--- config.mk ---
export PLATFORM = sky130hd
export DESIGN_NAME = iterative_math_function_unit
export DESIGN_NICKNAME = d
export VERILOG_FILES = /design/src/design/imfu_pkg.sv /design/src/design/imfu_div.sv /design/src/design/imfu_datapath.sv /design/src/design/imfu_ctrl.sv /design/src/design/iterative_math_function_unit.sv
export SDC_FILE = /design/constraint.sdc
export NUM_CORES = 2
export LEC_CHECK = 0
export ABC_AREA = 1
export BUFFER_PORTS_ARGS = -buffer_cell sky130_fd_sc_hd__buf_2
export CAP_MARGIN = 20
export CORE_MARGIN = 2
export CORE_UTILIZATION = 47
export CTS_BUF_LIST = sky130_fd_sc_hd__clkbuf_2 sky130_fd_sc_hd__clkbuf_4 sky130_fd_sc_hd__clkbuf_8
export CTS_CLUSTER_DIAMETER = 200
export DETAILED_ROUTE_END_ITERATION = 7
export GPL_ROUTABILITY_DRIVEN = 0
export SYNTH_ARGS = -nofsm -noshare
export SYNTH_HDL_FRONTEND = slang
export SYNTH_SLANG_ARGS = --single-unit
--- constraint.sdc ---
create_clock -name clk_i -period 10.9 [get_ports clk_i]
set_input_delay 1.635 -clock clk_i [delete_from_list [all_inputs] [get_ports clk_i]]
set_output_delay 1.635 -clock clk_i [all_outputs]
set_load 0.02 [all_outputs]
--- src/design/imfu_pkg.sv ---
// Shared constants, command/status structs and helpers for the iterative math function unit.
// No dependencies; imported by every module of the block.
`timescale 1ns / 1ps
`default_nettype none

package imfu_pkg;

  // Number format and iteration limits
  localparam int unsigned FRAC_BITS = 16;
  localparam int unsigned MAX_ITER  = 32;
  localparam int unsigned DATA_W    = 32;
  localparam int unsigned TOL_W     = 17;
  localparam int unsigned DIVD_W    = DATA_W + FRAC_BITS;
  localparam int unsigned DCNT_W    = $clog2(DIVD_W + 1);
  localparam int unsigned K_W       = $clog2(MAX_ITER + 1);
  localparam int unsigned PROD_W    = 2 * (DATA_W + 1);
  localparam int unsigned SUM_W     = DATA_W + 2;

  localparam logic [TOL_W-1:0] TOL_RESET = 17'd66;

  // Fixed-point constants
  localparam logic [DATA_W-1:0] Q_MAX = 32'h7FFF_FFFF;
  localparam logic [DATA_W-1:0] Q_MIN = 32'h8000_0000;

  // Operation codes
  localparam logic [2:0] FN_ADD  = 3'd0;
  localparam logic [2:0] FN_SUB  = 3'd1;
  localparam logic [2:0] FN_MUL  = 3'd2;
  localparam logic [2:0] FN_DIV  = 3'd3;
  localparam logic [2:0] FN_SQRT = 3'd4;
  localparam logic [2:0] FN_COS  = 3'd5;

  // Status codes
  localparam logic [2:0] STS_OK      = 3'd0;
  localparam logic [2:0] STS_DIVZERO = 3'd1;
  localparam logic [2:0] STS_NEGSQRT = 3'd2;
  localparam logic [2:0] STS_NOCONV  = 3'd3;
  localparam logic [2:0] STS_OVF     = 3'd4;

  // Multiplier operand selection
  typedef enum logic [1:0] {
    MUL_AB,
    MUL_SQR,
    MUL_TERM
  } mul_sel_e;

  // Divider operand selection
  typedef enum logic [1:0] {
    DIV_QUOT,
    DIV_SQRT,
    DIV_COS
  } div_sel_e;

  // Final result selection
  typedef enum logic [3:0] {
    FIN_ADDSUB,
    FIN_MUL,
    FIN_DIV,
    FIN_DIVZERO,
    FIN_NEGSQRT,
    FIN_ZERO,
    FIN_T,
    FIN_T_NOCONV,
    FIN_SUM,
    FIN_SUM_NOCONV,
    FIN_COS_OVF_STEP,
    FIN_COS_OVF_XX
  } fin_sel_e;

  // Controller to datapath commands
  typedef struct packed {
    logic     load;
    logic     mul_start;
    mul_sel_e mul_sel;
    logic     div_start;
    div_sel_e div_sel;
    logic     sq_init;
    logic     sq_step;
    logic     cs_init;
    logic     cs_step;
    logic     fin;
    fin_sel_e fin_sel;
    logic     out_push;
  } cmd_t;

  // Datapath to controller status
  typedef struct packed {
    logic [2:0] func;
    logic       a_neg;
    logic       a_zero;
    logic       b_zero;
    logic       div_busy;
    logic       div_done;
    logic       sq_conv;
    logic       k_max;
    logic       cs_more;
    logic       cs_step_ovf;
    logic       xx_ovf;
  } sts_t;

  // Taylor divisor i*(i+1) with i = 2k+1
  function automatic logic [DATA_W-1:0] cos_den(input logic [K_W-1:0] k);
    logic [15:0] i;
    i = (16'(k) << 1) + 16'd1;
    return DATA_W'(i * (i + 16'd1));
  endfunction

endpackage

`default_nettype wire

--- src/design/imfu_div.sv ---
// Restoring unsigned divider, one quotient bit per cycle.
// Depends on imfu_pkg for widths.
`timescale 1ns / 1ps
`default_nettype none

module imfu_div
  import imfu_pkg::*;
(
  input  wire logic              clk_i,
  input  wire logic              rst_ni,
  input  wire logic              start_i,
  input  wire logic [DIVD_W-1:0] dvd_i,
  input  wire logic [DATA_W-1:0] dvs_i,
  output logic                   busy_o,
  output logic                   done_o,
  output logic [DIVD_W-1:0]      quo_o
);

  logic              busy_q, busy_d;
  logic              done_q, done_d;
  logic [DCNT_W-1:0] cnt_q, cnt_d;
  logic [DIVD_W-1:0] quo_q, quo_d;
  logic [DATA_W-1:0] rem_q, rem_d;
  logic [DATA_W-1:0] dvs_q, dvs_d;
  logic [DATA_W:0]   trial;
  logic [DATA_W:0]   diff;
  logic              fits;

  // One restoring step
  always_comb begin
    trial = {rem_q, quo_q[DIVD_W-1]};
    diff  = trial - {1'b0, dvs_q};
    fits  = trial >= {1'b0, dvs_q};
  end

  always_comb begin
    busy_d = busy_q;
    done_d = 1'b0;
    cnt_d  = cnt_q;
    quo_d  = quo_q;
    rem_d  = rem_q;
    dvs_d  = dvs_q;
    if (start_i) begin
      busy_d = 1'b1;
      cnt_d  = DCNT_W'(DIVD_W);
      quo_d  = dvd_i;
      rem_d  = '0;
      dvs_d  = dvs_i;
    end else if (busy_q) begin
      rem_d = fits ? diff[DATA_W-1:0] : trial[DATA_W-1:0];
      quo_d = {quo_q[DIVD_W-2:0], fits};
      cnt_d = cnt_q - DCNT_W'(1);
      if (cnt_q == DCNT_W'(1)) begin
        busy_d = 1'b0;
        done_d = 1'b1;
      end
    end
  end

  // Control state
  always_ff @(posedge clk_i or negedge rst_ni) begin
    if (!rst_ni) begin
      busy_q <= 1'b0;
      done_q <= 1'b0;
      cnt_q  <= '0;
    end else begin
      busy_q <= busy_d;
      done_q <= done_d;
      cnt_q  <= cnt_d;
    end
  end

  // Operands and partial results
  always_ff @(posedge clk_i) begin
    quo_q <= quo_d;
    rem_q <= rem_d;
    dvs_q <= dvs_d;
  end

  assign busy_o = busy_q;
  assign done_o = done_q;
  assign quo_o  = quo_q;

endmodule

`default_nettype wire

--- src/design/imfu_datapath.sv ---
// Datapath: operand registers, shared multiplier, divider, Newton and Taylor state, output beat.
// Depends on imfu_pkg and imfu_div.
`timescale 1ns / 1ps
`default_nettype none

module imfu_datapath
  import imfu_pkg::*;
(
  input  wire logic              clk_i,
  input  wire logic              rst_ni,
  input  wire logic [2:0]        in_func_i,
  input  wire logic [DATA_W-1:0] in_a_i,
  input  wire logic [DATA_W-1:0] in_b_i,
  input  wire logic              cfg_we_i,
  input  wire logic [TOL_W-1:0]  cfg_wdata_i,
  input  wire cmd_t              cmd_i,
  output sts_t                   sts_o,
  output logic [DATA_W-1:0]      out_result_o,
  output logic [2:0]             out_status_o
);

  logic [TOL_W-1:0]         tol_q;
  logic [2:0]               func_q;
  logic [DATA_W-1:0]        a_q, b_q;
  logic signed [PROD_W-1:0] prod_q;
  logic [DATA_W-1:0]        t_q;
  logic [K_W-1:0]           k_q;
  logic                     conv_q;
  logic [DATA_W-1:0]        xx_q;
  logic                     xx_ovf_q;
  logic [DATA_W-2:0]        term_q;
  logic signed [SUM_W-1:0]  sum_q;
  logic                     neg_q;
  logic                     step_ovf_q;
  logic [DATA_W-1:0]        ovf_res_q;
  logic [DATA_W-1:0]        res_q;
  logic [2:0]               st_q;
  logic [DATA_W-1:0]        out_res_q;
  logic [2:0]               out_st_q;

  logic [DATA_W-1:0]        mag_a, mag_b;
  logic signed [DATA_W:0]   ma, mb;
  logic [DIVD_W-1:0]        dvd;
  logic [DATA_W-1:0]        dvs;
  logic                     div_busy, div_done;
  logic [DIVD_W-1:0]        quo;

  // Magnitudes
  assign mag_a = a_q[DATA_W-1] ? (~a_q + DATA_W'(1)) : a_q;
  assign mag_b = b_q[DATA_W-1] ? (~b_q + DATA_W'(1)) : b_q;

  // Multiplier operand select
  always_comb begin
    case (cmd_i.mul_sel)
      MUL_AB: begin
        ma = {a_q[DATA_W-1], a_q};
        mb = {b_q[DATA_W-1], b_q};
      end
      MUL_SQR: begin
        ma = {1'b0, mag_a};
        mb = {1'b0, mag_a};
      end
      default: begin
        ma = {2'b0, term_q};
        mb = {1'b0, xx_q};
      end
    endcase
  end

  // Divider operand select
  always_comb begin
    case (cmd_i.div_sel)
      DIV_QUOT: begin
        dvd = {mag_a, FRAC_BITS'(0)};
        dvs = mag_b;
      end
      DIV_SQRT: begin
        dvd = {a_q, FRAC_BITS'(0)};
        dvs = t_q;
      end
      default: begin
        dvd = prod_q[FRAC_BITS+DIVD_W-1:FRAC_BITS];
        dvs = cos_den(k_q);
      end
    endcase
  end

  imfu_div u_div (
    .clk_i   (clk_i),
    .rst_ni  (rst_ni),
    .start_i (cmd_i.div_start),
    .dvd_i   (dvd),
    .dvs_i   (dvs),
    .busy_o  (div_busy),
    .done_o  (div_done),
    .quo_o   (quo)
  );

  // Newton step
  logic [DIVD_W:0]   sq_sum;
  logic [DATA_W-1:0] nt, sq_diff;
  always_comb begin
    sq_sum  = {1'b0, DIVD_W'(t_q)} + {1'b0, quo};
    nt      = sq_sum[DATA_W:1];
    sq_diff = (nt >= t_q) ? (nt - t_q) : (t_q - nt);
  end

  // Taylor step
  logic                    term_big;
  logic signed [SUM_W-1:0] snew;
  logic                    snew_ovf;
  always_comb begin
    term_big = |quo[DIVD_W-1:DATA_W-1];
    snew     = neg_q ? (sum_q - $signed({3'b0, quo[DATA_W-2:0]}))
                     : (sum_q + $signed({3'b0, quo[DATA_W-2:0]}));
    snew_ovf = !((&snew[SUM_W-1:DATA_W-1]) || !(|snew[SUM_W-1:DATA_W-1]));
  end

  // Final result select
  logic signed [DATA_W:0]   s33;
  logic signed [PROD_W-1:0] rnd, shr;
  logic                     q_neg;
  logic [DATA_W-1:0]        fin_res;
  logic [2:0]               fin_st;
  always_comb begin
    s33 = (func_q == FN_SUB) ? ($signed({a_q[DATA_W-1], a_q}) - $signed({b_q[DATA_W-1], b_q}))
                             : ($signed({a_q[DATA_W-1], a_q}) + $signed({b_q[DATA_W-1], b_q}));
    rnd   = prod_q + (PROD_W'(1) << (FRAC_BITS - 1));
    shr   = rnd >>> FRAC_BITS;
    q_neg = a_q[DATA_W-1] ^ b_q[DATA_W-1];
    fin_res = '0;
    fin_st  = STS_OK;
    case (cmd_i.fin_sel)
      FIN_ADDSUB: begin
        if (s33[DATA_W] != s33[DATA_W-1]) begin
          fin_res = s33[DATA_W] ? Q_MIN : Q_MAX;
          fin_st  = STS_OVF;
        end else begin
          fin_res = s33[DATA_W-1:0];
        end
      end
      FIN_MUL: begin
        if ((&shr[PROD_W-1:DATA_W-1]) || !(|shr[PROD_W-1:DATA_W-1])) begin
          fin_res = shr[DATA_W-1:0];
        end else begin
          fin_res = shr[PROD_W-1] ? Q_MIN : Q_MAX;
          fin_st  = STS_OVF;
        end
      end
      FIN_DIV: begin
        if (q_neg) begin
          if (quo > DIVD_W'(Q_MIN)) begin
            fin_res = Q_MIN;
            fin_st  = STS_OVF;
          end else begin
            fin_res = ~quo[DATA_W-1:0] + DATA_W'(1);
          end
        end else begin
          if (quo > DIVD_W'(Q_MAX)) begin
            fin_res = Q_MAX;
            fin_st  = STS_OVF;
          end else begin
            fin_res = quo[DATA_W-1:0];
          end
        end
      end
      FIN_DIVZERO: fin_st = STS_DIVZERO;
      FIN_NEGSQRT: fin_st = STS_NEGSQRT;
      FIN_T: fin_res = t_q;
      FIN_T_NOCONV: begin
        fin_res = t_q;
        fin_st  = STS_NOCONV;
      end
      FIN_SUM: fin_res = sum_q[DATA_W-1:0];
      FIN_SUM_NOCONV: begin
        fin_res = sum_q[DATA_W-1:0];
        fin_st  = STS_NOCONV;
      end
      FIN_COS_OVF_STEP: begin
        fin_res = ovf_res_q;
        fin_st  = STS_OVF;
      end
      FIN_COS_OVF_XX: begin
        fin_res = neg_q ? Q_MIN : Q_MAX;
        fin_st  = STS_OVF;
      end
      default: begin
        fin_res = '0;
        fin_st  = STS_OK;
      end
    endcase
  end

  // Tolerance register
  always_ff @(posedge clk_i or negedge rst_ni) begin
    if (!rst_ni) begin
      tol_q <= TOL_RESET;
    end else if (cfg_we_i) begin
      tol_q <= cfg_wdata_i;
    end
  end

  // Working registers
  always_ff @(posedge clk_i) begin
    if (cmd_i.load) begin
      func_q <= in_func_i;
      a_q    <= in_a_i;
      b_q    <= in_b_i;
    end
    if (cmd_i.mul_start) begin
      prod_q <= ma * mb;
    end
    if (cmd_i.sq_init) begin
      t_q <= DATA_W'(1) << FRAC_BITS;
      k_q <= '0;
    end
    if (cmd_i.sq_step) begin
      t_q    <= nt;
      k_q    <= k_q + K_W'(1);
      conv_q <= sq_diff < DATA_W'(tol_q);
    end
    if (cmd_i.cs_init) begin
      xx_q       <= prod_q[FRAC_BITS+DATA_W-1:FRAC_BITS];
      xx_ovf_q   <= |prod_q[PROD_W-1:FRAC_BITS+DATA_W];
      term_q     <= (DATA_W-1)'(1) << FRAC_BITS;
      sum_q      <= SUM_W'(1) << FRAC_BITS;
      neg_q      <= 1'b1;
      k_q        <= '0;
      step_ovf_q <= 1'b0;
    end
    if (cmd_i.cs_step) begin
      term_q <= quo[DATA_W-2:0];
      sum_q  <= snew;
      neg_q  <= !neg_q;
      k_q    <= k_q + K_W'(1);
      if (term_big) begin
        step_ovf_q <= 1'b1;
        ovf_res_q  <= neg_q ? Q_MIN : Q_MAX;
      end else if (snew_ovf) begin
        step_ovf_q <= 1'b1;
        ovf_res_q  <= snew[SUM_W-1] ? Q_MIN : Q_MAX;
      end
    end
    if (cmd_i.fin) begin
      res_q <= fin_res;
      st_q  <= fin_st;
    end
    if (cmd_i.out_push) begin
      out_res_q <= res_q;
      out_st_q  <= st_q;
    end
  end

  // Status to controller
  always_comb begin
    sts_o.func        = func_q;
    sts_o.a_neg       = a_q[DATA_W-1];
    sts_o.a_zero      = (a_q == '0);
    sts_o.b_zero      = (b_q == '0);
    sts_o.div_busy    = div_busy;
    sts_o.div_done    = div_done;
    sts_o.sq_conv     = conv_q;
    sts_o.k_max       = (k_q == K_W'(MAX_ITER));
    sts_o.cs_more     = term_q > (DATA_W-1)'(tol_q);
    sts_o.cs_step_ovf = step_ovf_q;
    sts_o.xx_ovf      = xx_ovf_q;
  end

  assign out_result_o = out_res_q;
  assign out_status_o = out_st_q;

endmodule

`default_nettype wire

--- src/design/imfu_ctrl.sv ---
// Controller: sequences load, multiply, divide, iteration and output beats.
// Depends on imfu_pkg.
`timescale 1ns / 1ps
`default_nettype none

module imfu_ctrl
  import imfu_pkg::*;
(
  input  wire logic clk_i,
  input  wire logic rst_ni,
  input  wire logic in_valid_i,
  output logic      in_ready_o,
  output logic      out_valid_o,
  input  wire logic out_ready_i,
  input  wire sts_t sts_i,
  output cmd_t      cmd_o
);

  localparam logic [3:0] S_IDLE     = 4'd0;
  localparam logic [3:0] S_DISPATCH = 4'd1;
  localparam logic [3:0] S_MUL_RES  = 4'd2;
  localparam logic [3:0] S_DIV_WAIT = 4'd3;
  localparam logic [3:0] S_SQ_DIV   = 4'd4;
  localparam logic [3:0] S_SQ_CHK   = 4'd5;
  localparam logic [3:0] S_CS_XX    = 4'd6;
  localparam logic [3:0] S_CS_CHK   = 4'd7;
  localparam logic [3:0] S_CS_MUL   = 4'd8;
  localparam logic [3:0] S_DONE     = 4'd9;

  logic [3:0] state_q, state_d;
  logic       out_valid_q, out_valid_d;
  logic       slot_free;

  assign slot_free = !out_valid_q || out_ready_i;

  // Next state and commands
  always_comb begin
    state_d = state_q;
    cmd_o   = '0;
    cmd_o.mul_sel = MUL_AB;
    cmd_o.div_sel = DIV_QUOT;
    cmd_o.fin_sel = FIN_ZERO;
    unique case (state_q)
      S_IDLE: begin
        if (in_valid_i) begin
          cmd_o.load = 1'b1;
          state_d    = S_DISPATCH;
        end
      end
      S_DISPATCH: begin
        unique case (sts_i.func)
          FN_ADD, FN_SUB: begin
            cmd_o.fin     = 1'b1;
            cmd_o.fin_sel = FIN_ADDSUB;
            state_d       = S_DONE;
          end
          FN_MUL: begin
            cmd_o.mul_start = 1'b1;
            cmd_o.mul_sel   = MUL_AB;
            state_d         = S_MUL_RES;
          end
          FN_DIV: begin
            if (sts_i.b_zero) begin
              cmd_o.fin     = 1'b1;
              cmd_o.fin_sel = FIN_DIVZERO;
              state_d       = S_DONE;
            end else begin
              cmd_o.div_start = 1'b1;
              cmd_o.div_sel   = DIV_QUOT;
              state_d         = S_DIV_WAIT;
            end
          end
          FN_SQRT: begin
            if (sts_i.a_neg) begin
              cmd_o.fin     = 1'b1;
              cmd_o.fin_sel = FIN_NEGSQRT;
              state_d       = S_DONE;
            end else if (sts_i.a_zero) begin
              cmd_o.fin     = 1'b1;
              cmd_o.fin_sel = FIN_ZERO;
              state_d       = S_DONE;
            end else begin
              cmd_o.sq_init = 1'b1;
              state_d       = S_SQ_DIV;
            end
          end
          FN_COS: begin
            cmd_o.mul_start = 1'b1;
            cmd_o.mul_sel   = MUL_SQR;
            state_d         = S_CS_XX;
          end
          default: begin
            cmd_o.fin     = 1'b1;
            cmd_o.fin_sel = FIN_ZERO;
            state_d       = S_DONE;
          end
        endcase
      end
      S_MUL_RES: begin
        cmd_o.fin     = 1'b1;
        cmd_o.fin_sel = FIN_MUL;
        state_d       = S_DONE;
      end
      S_DIV_WAIT: begin
        if (sts_i.div_done) begin
          if (sts_i.func == FN_SQRT) begin
            cmd_o.sq_step = 1'b1;
            state_d       = S_SQ_CHK;
          end else if (sts_i.func == FN_COS) begin
            cmd_o.cs_step = 1'b1;
            state_d       = S_CS_CHK;
          end else begin
            cmd_o.fin     = 1'b1;
            cmd_o.fin_sel = FIN_DIV;
            state_d       = S_DONE;
          end
        end
      end
      S_SQ_DIV: begin
        cmd_o.div_start = 1'b1;
        cmd_o.div_sel   = DIV_SQRT;
        state_d         = S_DIV_WAIT;
      end
      S_SQ_CHK: begin
        if (sts_i.sq_conv) begin
          cmd_o.fin     = 1'b1;
          cmd_o.fin_sel = FIN_T;
          state_d       = S_DONE;
        end else if (sts_i.k_max) begin
          cmd_o.fin     = 1'b1;
          cmd_o.fin_sel = FIN_T_NOCONV;
          state_d       = S_DONE;
        end else begin
          state_d = S_SQ_DIV;
        end
      end
      S_CS_XX: begin
        cmd_o.cs_init = 1'b1;
        state_d       = S_CS_CHK;
      end
      S_CS_CHK: begin
        // overflow of the last step wins, then the loop test, then the cap
        if (sts_i.cs_step_ovf) begin
          cmd_o.fin     = 1'b1;
          cmd_o.fin_sel = FIN_COS_OVF_STEP;
          state_d       = S_DONE;
        end else if (!sts_i.cs_more) begin
          cmd_o.fin     = 1'b1;
          cmd_o.fin_sel = FIN_SUM;
          state_d       = S_DONE;
        end else if (sts_i.k_max) begin
          cmd_o.fin     = 1'b1;
          cmd_o.fin_sel = FIN_SUM_NOCONV;
          state_d       = S_DONE;
        end else if (sts_i.xx_ovf) begin
          cmd_o.fin     = 1'b1;
          cmd_o.fin_sel = FIN_COS_OVF_XX;
          state_d       = S_DONE;
        end else begin
          cmd_o.mul_start = 1'b1;
          cmd_o.mul_sel   = MUL_TERM;
          state_d         = S_CS_MUL;
        end
      end
      S_CS_MUL: begin
        cmd_o.div_start = 1'b1;
        cmd_o.div_sel   = DIV_COS;
        state_d         = S_DIV_WAIT;
      end
      S_DONE: begin
        if (slot_free) begin
          cmd_o.out_push = 1'b1;
          state_d        = S_IDLE;
        end
      end
      default: state_d = S_IDLE;
    endcase
  end

  // Output beat valid
  always_comb begin
    out_valid_d = out_valid_q;
    if (cmd_o.out_push) begin
      out_valid_d = 1'b1;
    end else if (out_ready_i) begin
      out_valid_d = 1'b0;
    end
  end

  always_ff @(posedge clk_i or negedge rst_ni) begin
    if (!rst_ni) begin
      state_q     <= S_IDLE;
      out_valid_q <= 1'b0;
    end else begin
      state_q     <= state_d;
      out_valid_q <= out_valid_d;
    end
  end

  assign in_ready_o  = (state_q == S_IDLE);
  assign out_valid_o = out_valid_q;

`ifndef SYNTHESIS
  // Divider is never restarted mid-run
  a_div_no_restart: assert property (@(posedge clk_i) disable iff (!rst_ni)
    cmd_o.div_start |-> !sts_i.div_busy)
    else $error("divider restarted while busy");

  // An accepted beat is dispatched next cycle
  a_accept_dispatch: assert property (@(posedge clk_i) disable iff (!rst_ni)
    (in_valid_i && in_ready_o) |=> (state_q == S_DISPATCH))
    else $error("accepted beat not dispatched");

  // A result is only pushed into a free output slot
  a_push_free: assert property (@(posedge clk_i) disable iff (!rst_ni)
    cmd_o.out_push |-> slot_free)
    else $error("output beat overwritten");

  // Divider completion only seen while waiting for it
  a_done_waiting: assert property (@(posedge clk_i) disable iff (!rst_ni)
    sts_i.div_done |-> (state_q == S_DIV_WAIT))
    else $error("divider result dropped");
`endif

endmodule

`default_nettype wire

--- src/design/iterative_math_function_unit.sv ---
// Top level of the iterative math function unit: stream ports, controller and datapath.
// Depends on imfu_pkg, imfu_ctrl and imfu_datapath.
//
//  channel  direction  beat contents
//  s_axis   in         func, operand_a, operand_b
//  m_axis   out        result, status
//  cfg      in         tolerance write
//
// Add and subtract raise m_axis_tvalid once the result and output registers are loaded; multiply
// first fills the product register, divide runs one divider pass of 48 quotient bits. Square root
// and cosine run one such pass per Newton step or Taylor term, up to 32 steps.
// One item is in work at a time; the next is accepted once the result sits in the
// output register, which holds it until m_axis_tready. Reset clears control and sets
// the tolerance to 66.
`timescale 1ns / 1ps
`default_nettype none

module iterative_math_function_unit
  import imfu_pkg::*;
(
  input  wire logic              clk_i,
  input  wire logic              rst_ni,
  input  wire logic              s_axis_tvalid_i,
  output logic                   s_axis_tready_o,
  // [2:0] func, [34:3] operand_a, [66:35] operand_b, [71:67] zero
  input  wire logic [71:0]       s_axis_tdata_i,
  output logic                   m_axis_tvalid_o,
  input  wire logic              m_axis_tready_i,
  // [31:0] result, [34:32] status, [39:35] zero
  output logic [39:0]            m_axis_tdata_o,
  input  wire logic              cfg_we_i,
  input  wire logic [TOL_W-1:0]  cfg_wdata_i
);

  cmd_t              cmd;
  sts_t              sts;
  logic [DATA_W-1:0] out_result;
  logic [2:0]        out_status;

  imfu_ctrl u_ctrl (
    .clk_i       (clk_i),
    .rst_ni      (rst_ni),
    .in_valid_i  (s_axis_tvalid_i),
    .in_ready_o  (s_axis_tready_o),
    .out_valid_o (m_axis_tvalid_o),
    .out_ready_i (m_axis_tready_i),
    .sts_i       (sts),
    .cmd_o       (cmd)
  );

  imfu_datapath u_dp (
    .clk_i        (clk_i),
    .rst_ni       (rst_ni),
    .in_func_i    (s_axis_tdata_i[2:0]),
    .in_a_i       (s_axis_tdata_i[34:3]),
    .in_b_i       (s_axis_tdata_i[66:35]),
    .cfg_we_i     (cfg_we_i),
    .cfg_wdata_i  (cfg_wdata_i),
    .cmd_i        (cmd),
    .sts_o        (sts),
    .out_result_o (out_result),
    .out_status_o (out_status)
  );

  assign m_axis_tdata_o = {5'b0, out_status, out_result};

endmodule

`default_nettype wire

==> flow_summary_export.csv <==
group,metric,value,unit
outcome,run_status,"complete, but fails checks",
outcome,violations,"DRC",
global_route,grt_overflow_total,0,
global_route,grt_antenna_before_repair,14,
die,pin_count,136,
worst_hold_path,min-delay-start,"u_dp.res_q[25]",
clock_tree,clk_slew_on_worst_s_h_paths,0.07,ns
die,start_util,47.2,%
logic_synthesis,synth_compound_gate_area_share,10.3,%
detailed_routing,drc,5,
timing,worst_pin_slew,1.09,ns
global_route,grt_max_degree,81,
die,floorplan.core_area,160000,um2
setup_path,path_max_fanout,34,
logic_synthesis,synth.yosys.seq_area_share,18.1,%
logic_synthesis,share_of_synthesized_registers_carrying_an_async_set_or_reset,6.37,%
power,power.density,44.3,nW/um2
timing,grt_setup_unrepaired,"false",
logic_synthesis,synth_top_family_by_area,"adder cells",
clock_tree,cts.repair.resized,0,
detailed_routing,drt-total-wl,271,mm
timing,fin_crit,10.52,ns
final_layout,nNetsFinal,11300,
timing,fin_tns_setup,0,ns
setup_path,cp-start-kind,"register",
timing,finClkSkew,0.0720,ns
die,row_count,147,
logic_synthesis,post_synth_xor_area_fraction,3.68,%
logic_synthesis,yosys_warnings,0,
clock_tree,tritoncts.num_buffers,74,
setup_path,critical_path_buf_inv_count,12,
timing,setup-violations-final,0,
power,power_leakage,0.0406,uW
die,fp.dieH,405,um
logic_synthesis,share_of_synthesized_cell_area_in_full_adder_half_adder_and_majority_cells,39.2,%
setup_path,end_kind,"register",
clock_tree,post_cts.repair.setup_buffers,0,
logic_synthesis,syn_inst,9238,
die,dieArea,164000,um2
logic_synthesis,ys_ff_latch,471,
detailed_routing,detailedRoute.firstIterationViolations,6980,
timing,report.final.slew_viol_count,0,
final_layout,mostFrequentLayoutCell,"inv_1",
clock_tree,cts-root-buf,"clkbuf_8",
clock_tree,cts.sinks,471,
place,port_buffers,125,
timing,max-slew-margin-rel,26.6,%
setup_path,criticalPathCategory,"register to register",
logic_synthesis,netlist_area,75600,um2
worst_hold_path,hp-class,"register to register",
clock_tree,hold_buffers_post_cts,0,
place,placement.cell_area,81400,um2
timing,report.final.hold_viol_count,0,
die,fp.dieW,405,um
global_route,grt_pass1_wl,410,mm
clock_tree,clk-insertion-delay-late,0.82,ns
final_layout,drive_above_1_share,8.98,%
final_layout,num-fill-cells,15200,
final_layout,final_cell_mix,"inv_1, nand2_1, fa_1",
detailed_routing,num_vias,66100,
setup_path,setup.worst_path.start,"u_dp.term_q[14]",
final_layout,finish.utilization,51.8,%
logic_synthesis,synth_area_per_cell,8.19,um2
setup_path,crit_path_max_incr_delay,0.58,ns
clock_tree,clock_path_buffers,3,
clock_tree,tritoncts_clock_tree,"yes",
setup_path,cp.required,11.45,ns
setup_path,worstReg2RegStart,"u_dp.term_q[14]",
place,detailedPlacementHpwl,225,mm
detailed_routing,drtAntennaViolNets,0,
logic_synthesis,synth-main-ff-cell,"edfxtp_1",
power,irDropWorstVdd,0.0000759,V
detailed_routing,drt-wirelength-per-cell,23.0,um
detailed_routing,count_of_tritonroute_iterations_in_the_first_routing_pass,8,
logic_synthesis,synth_edf_count,408,
setup_path,critical_path_slowest_stage_cell,"fa_1",
final_layout,final_instance_area,83100,um2
setup_path,crit_arrival,11.07,ns
global_route,groute.usage.overall,33.5,%
flow_run,maxCapViolCount,0,
clock_tree,htreeDepth,3,
logic_synthesis,unique_masters_post_synth,75,
setup_path,crit_family,"adder cells",
global_route,grt_pass1_vias,67500,
logic_synthesis,synth.mux.area_fraction,0.127,%
final_layout,area_overhead_of_the_layout_relative_to_synthesis,9.84,%
logic_synthesis,post_synth_and_or_nand_nor_area_fraction,17.0,%
detailed_routing,via_count_normalized_by_instance_count,5.61,
timing,maxClockFrequency,0.0951,GHz
power,finalPower,3680,uW
timing,final_min_period_over_clock_period,96.5,%
[power by group]
group	leakage [uW]	switching [uW]	internal (uW)
Clock	0.000825	774	902
Combinational	0.0359	34.3	23.0
Sequential	0.00387	1.62	1940
[cell usage after synthesis (28+ instances only)]
| cell type | count | area share, % |
|---|---|---|
| inv_1 | 1937 | 9.6 |
| nand2_1 | 1500 | 7.4 |
| fa_1 | 1175 | 31 |
| nor2_1 | 1155 | 5.7 |
| a21oi_1 | 502 | 3.3 |
| ha_1 | 491 | 8.1 |
| o21ai_0 | 443 | 2.9 |
| edfxtp_1 | 408 | 16 |
| xor2_1 | 231 | 2.7 |
| clkbuf_1 | 208 | 1.0 |
| nand3_1 | 187 | 1.2 |
| nand4_1 | 89 | 0.74 |
| nor3_1 | 85 | 0.56 |
| xnor2_1 | 85 | 0.98 |
| buf_2 | 67 | 0.44 |
| o21ai_1 | 44 | 0.29 |
| a211oi_1 | 41 | 0.41 |
| o211ai_1 | 41 | 0.41 |
| o21a_1 | 40 | 0.40 |
| o221ai_1 | 39 | 0.45 |
| nor4_1 | 34 | 0.28 |
| dfxtp_1 | 33 | 0.87 |
| a31oi_1 | 29 | 0.24 |
| dfrtp_1 | 28 | 0.93 |
[worst paths after layout]
path	cells past startpoint	to	slack, ns
max	43	u_dp.prod_q[54]	0.38
min	0	u_dp.out_result_o[25]	0.41
max reg2reg	43	u_dp.prod_q[54]	0.38
min reg2reg	0	u_dp.out_result_o[25]	0.41
max in group asynchronous	1	u_dp.tol_q[8]	9.33
min in group asynchronous	1	u_ctrl.state_q[0]	0.97
[kinds of logic after synthesis]
kind of cell | Yosys count
AO/OA/AOI/OAI | 1355
XOR/XNOR | 317
adder cells (fa/ha/maj) | 1666
buffers and inverters | 2281
flip-flops | 471
multiplexers | 9
other | 1
AND/OR/NAND/NOR | 3138
[area by class of cell]
cell class / instances / area [um2] / area share [%]
antenna: 4 / 10.0 / 0.0121
clock buffer: 97 / 1220 / 1.47
clock inverter: 34 / 355 / 0.428
inverter: 1978 / 7440 / 8.96
multi-input combinational: 6490 / 53400 / 64.3
sequential: 471 / 13700 / 16.5
tap: 2160 / 2700 / 3.25
timing repair buffer: 553 / 4220 / 5.08
[layer usage]
metal / wire (um) / part of all wire, % / vias up / global-route usage [%]
li1: - / - / 29500 / -
met4: 19100 / 7.0 / 8 / 19.1
met5: 49 / 0.018 / - / 0
met2: 122000 / 45 / 3549 / 53.7
met1: 104000 / 38 / 32300 / 42.5
met3: 26300 / 9.7 / 755 / 6.25
[registers in the layout (all words and copies together), names as in the netlist, 3 cells and up]
register and flops:
u_dp.a_q 32, u_dp.t_q 32, u_dp.u_div.dvs_q 32, u_dp.res_q 32
u_dp.u_div.cnt_q 6, u_dp.st_q 3, u_dp.u_div.quo_o 48, u_dp.func_q 3
u_dp.out_result_o 32, u_dp.out_status_o 3, u_dp.sum_q 34, u_dp.tol_q 17
u_dp.b_q 32, u_dp.u_div.rem_q 32, u_dp.term_q 31, u_dp.prod_q 51
u_ctrl.state_q 4, u_dp.k_q 6, u_dp.xx_q 32
[metrics by stage]
stage                     setup WS (ns)  hold WS, ns  instances
after floorplan                    1.46        0.400       9242
after global placement            0.373        0.408      11700
final                             0.382        0.409      11800
after CTS                         0.377        0.399      11800
after detailed placement          0.362        0.405      11700
after global routing            0.00740        0.427      11800
[worst reg2reg max path: cells and delay by family (launching register included)]
kind | cells | cell delay, ns
AOI/OAI and AO/OA | 5 | 1.20
xor gates and xnor gates | 1 | 0.16
adders and majority gates | 10 | 4.73
buffers and inverters | 12 | 1.36
DFF | 1 | 0.45
and+or+nand+nor | 15 | 2.40
Note: power is estimated with default switching activity, not from simulation.
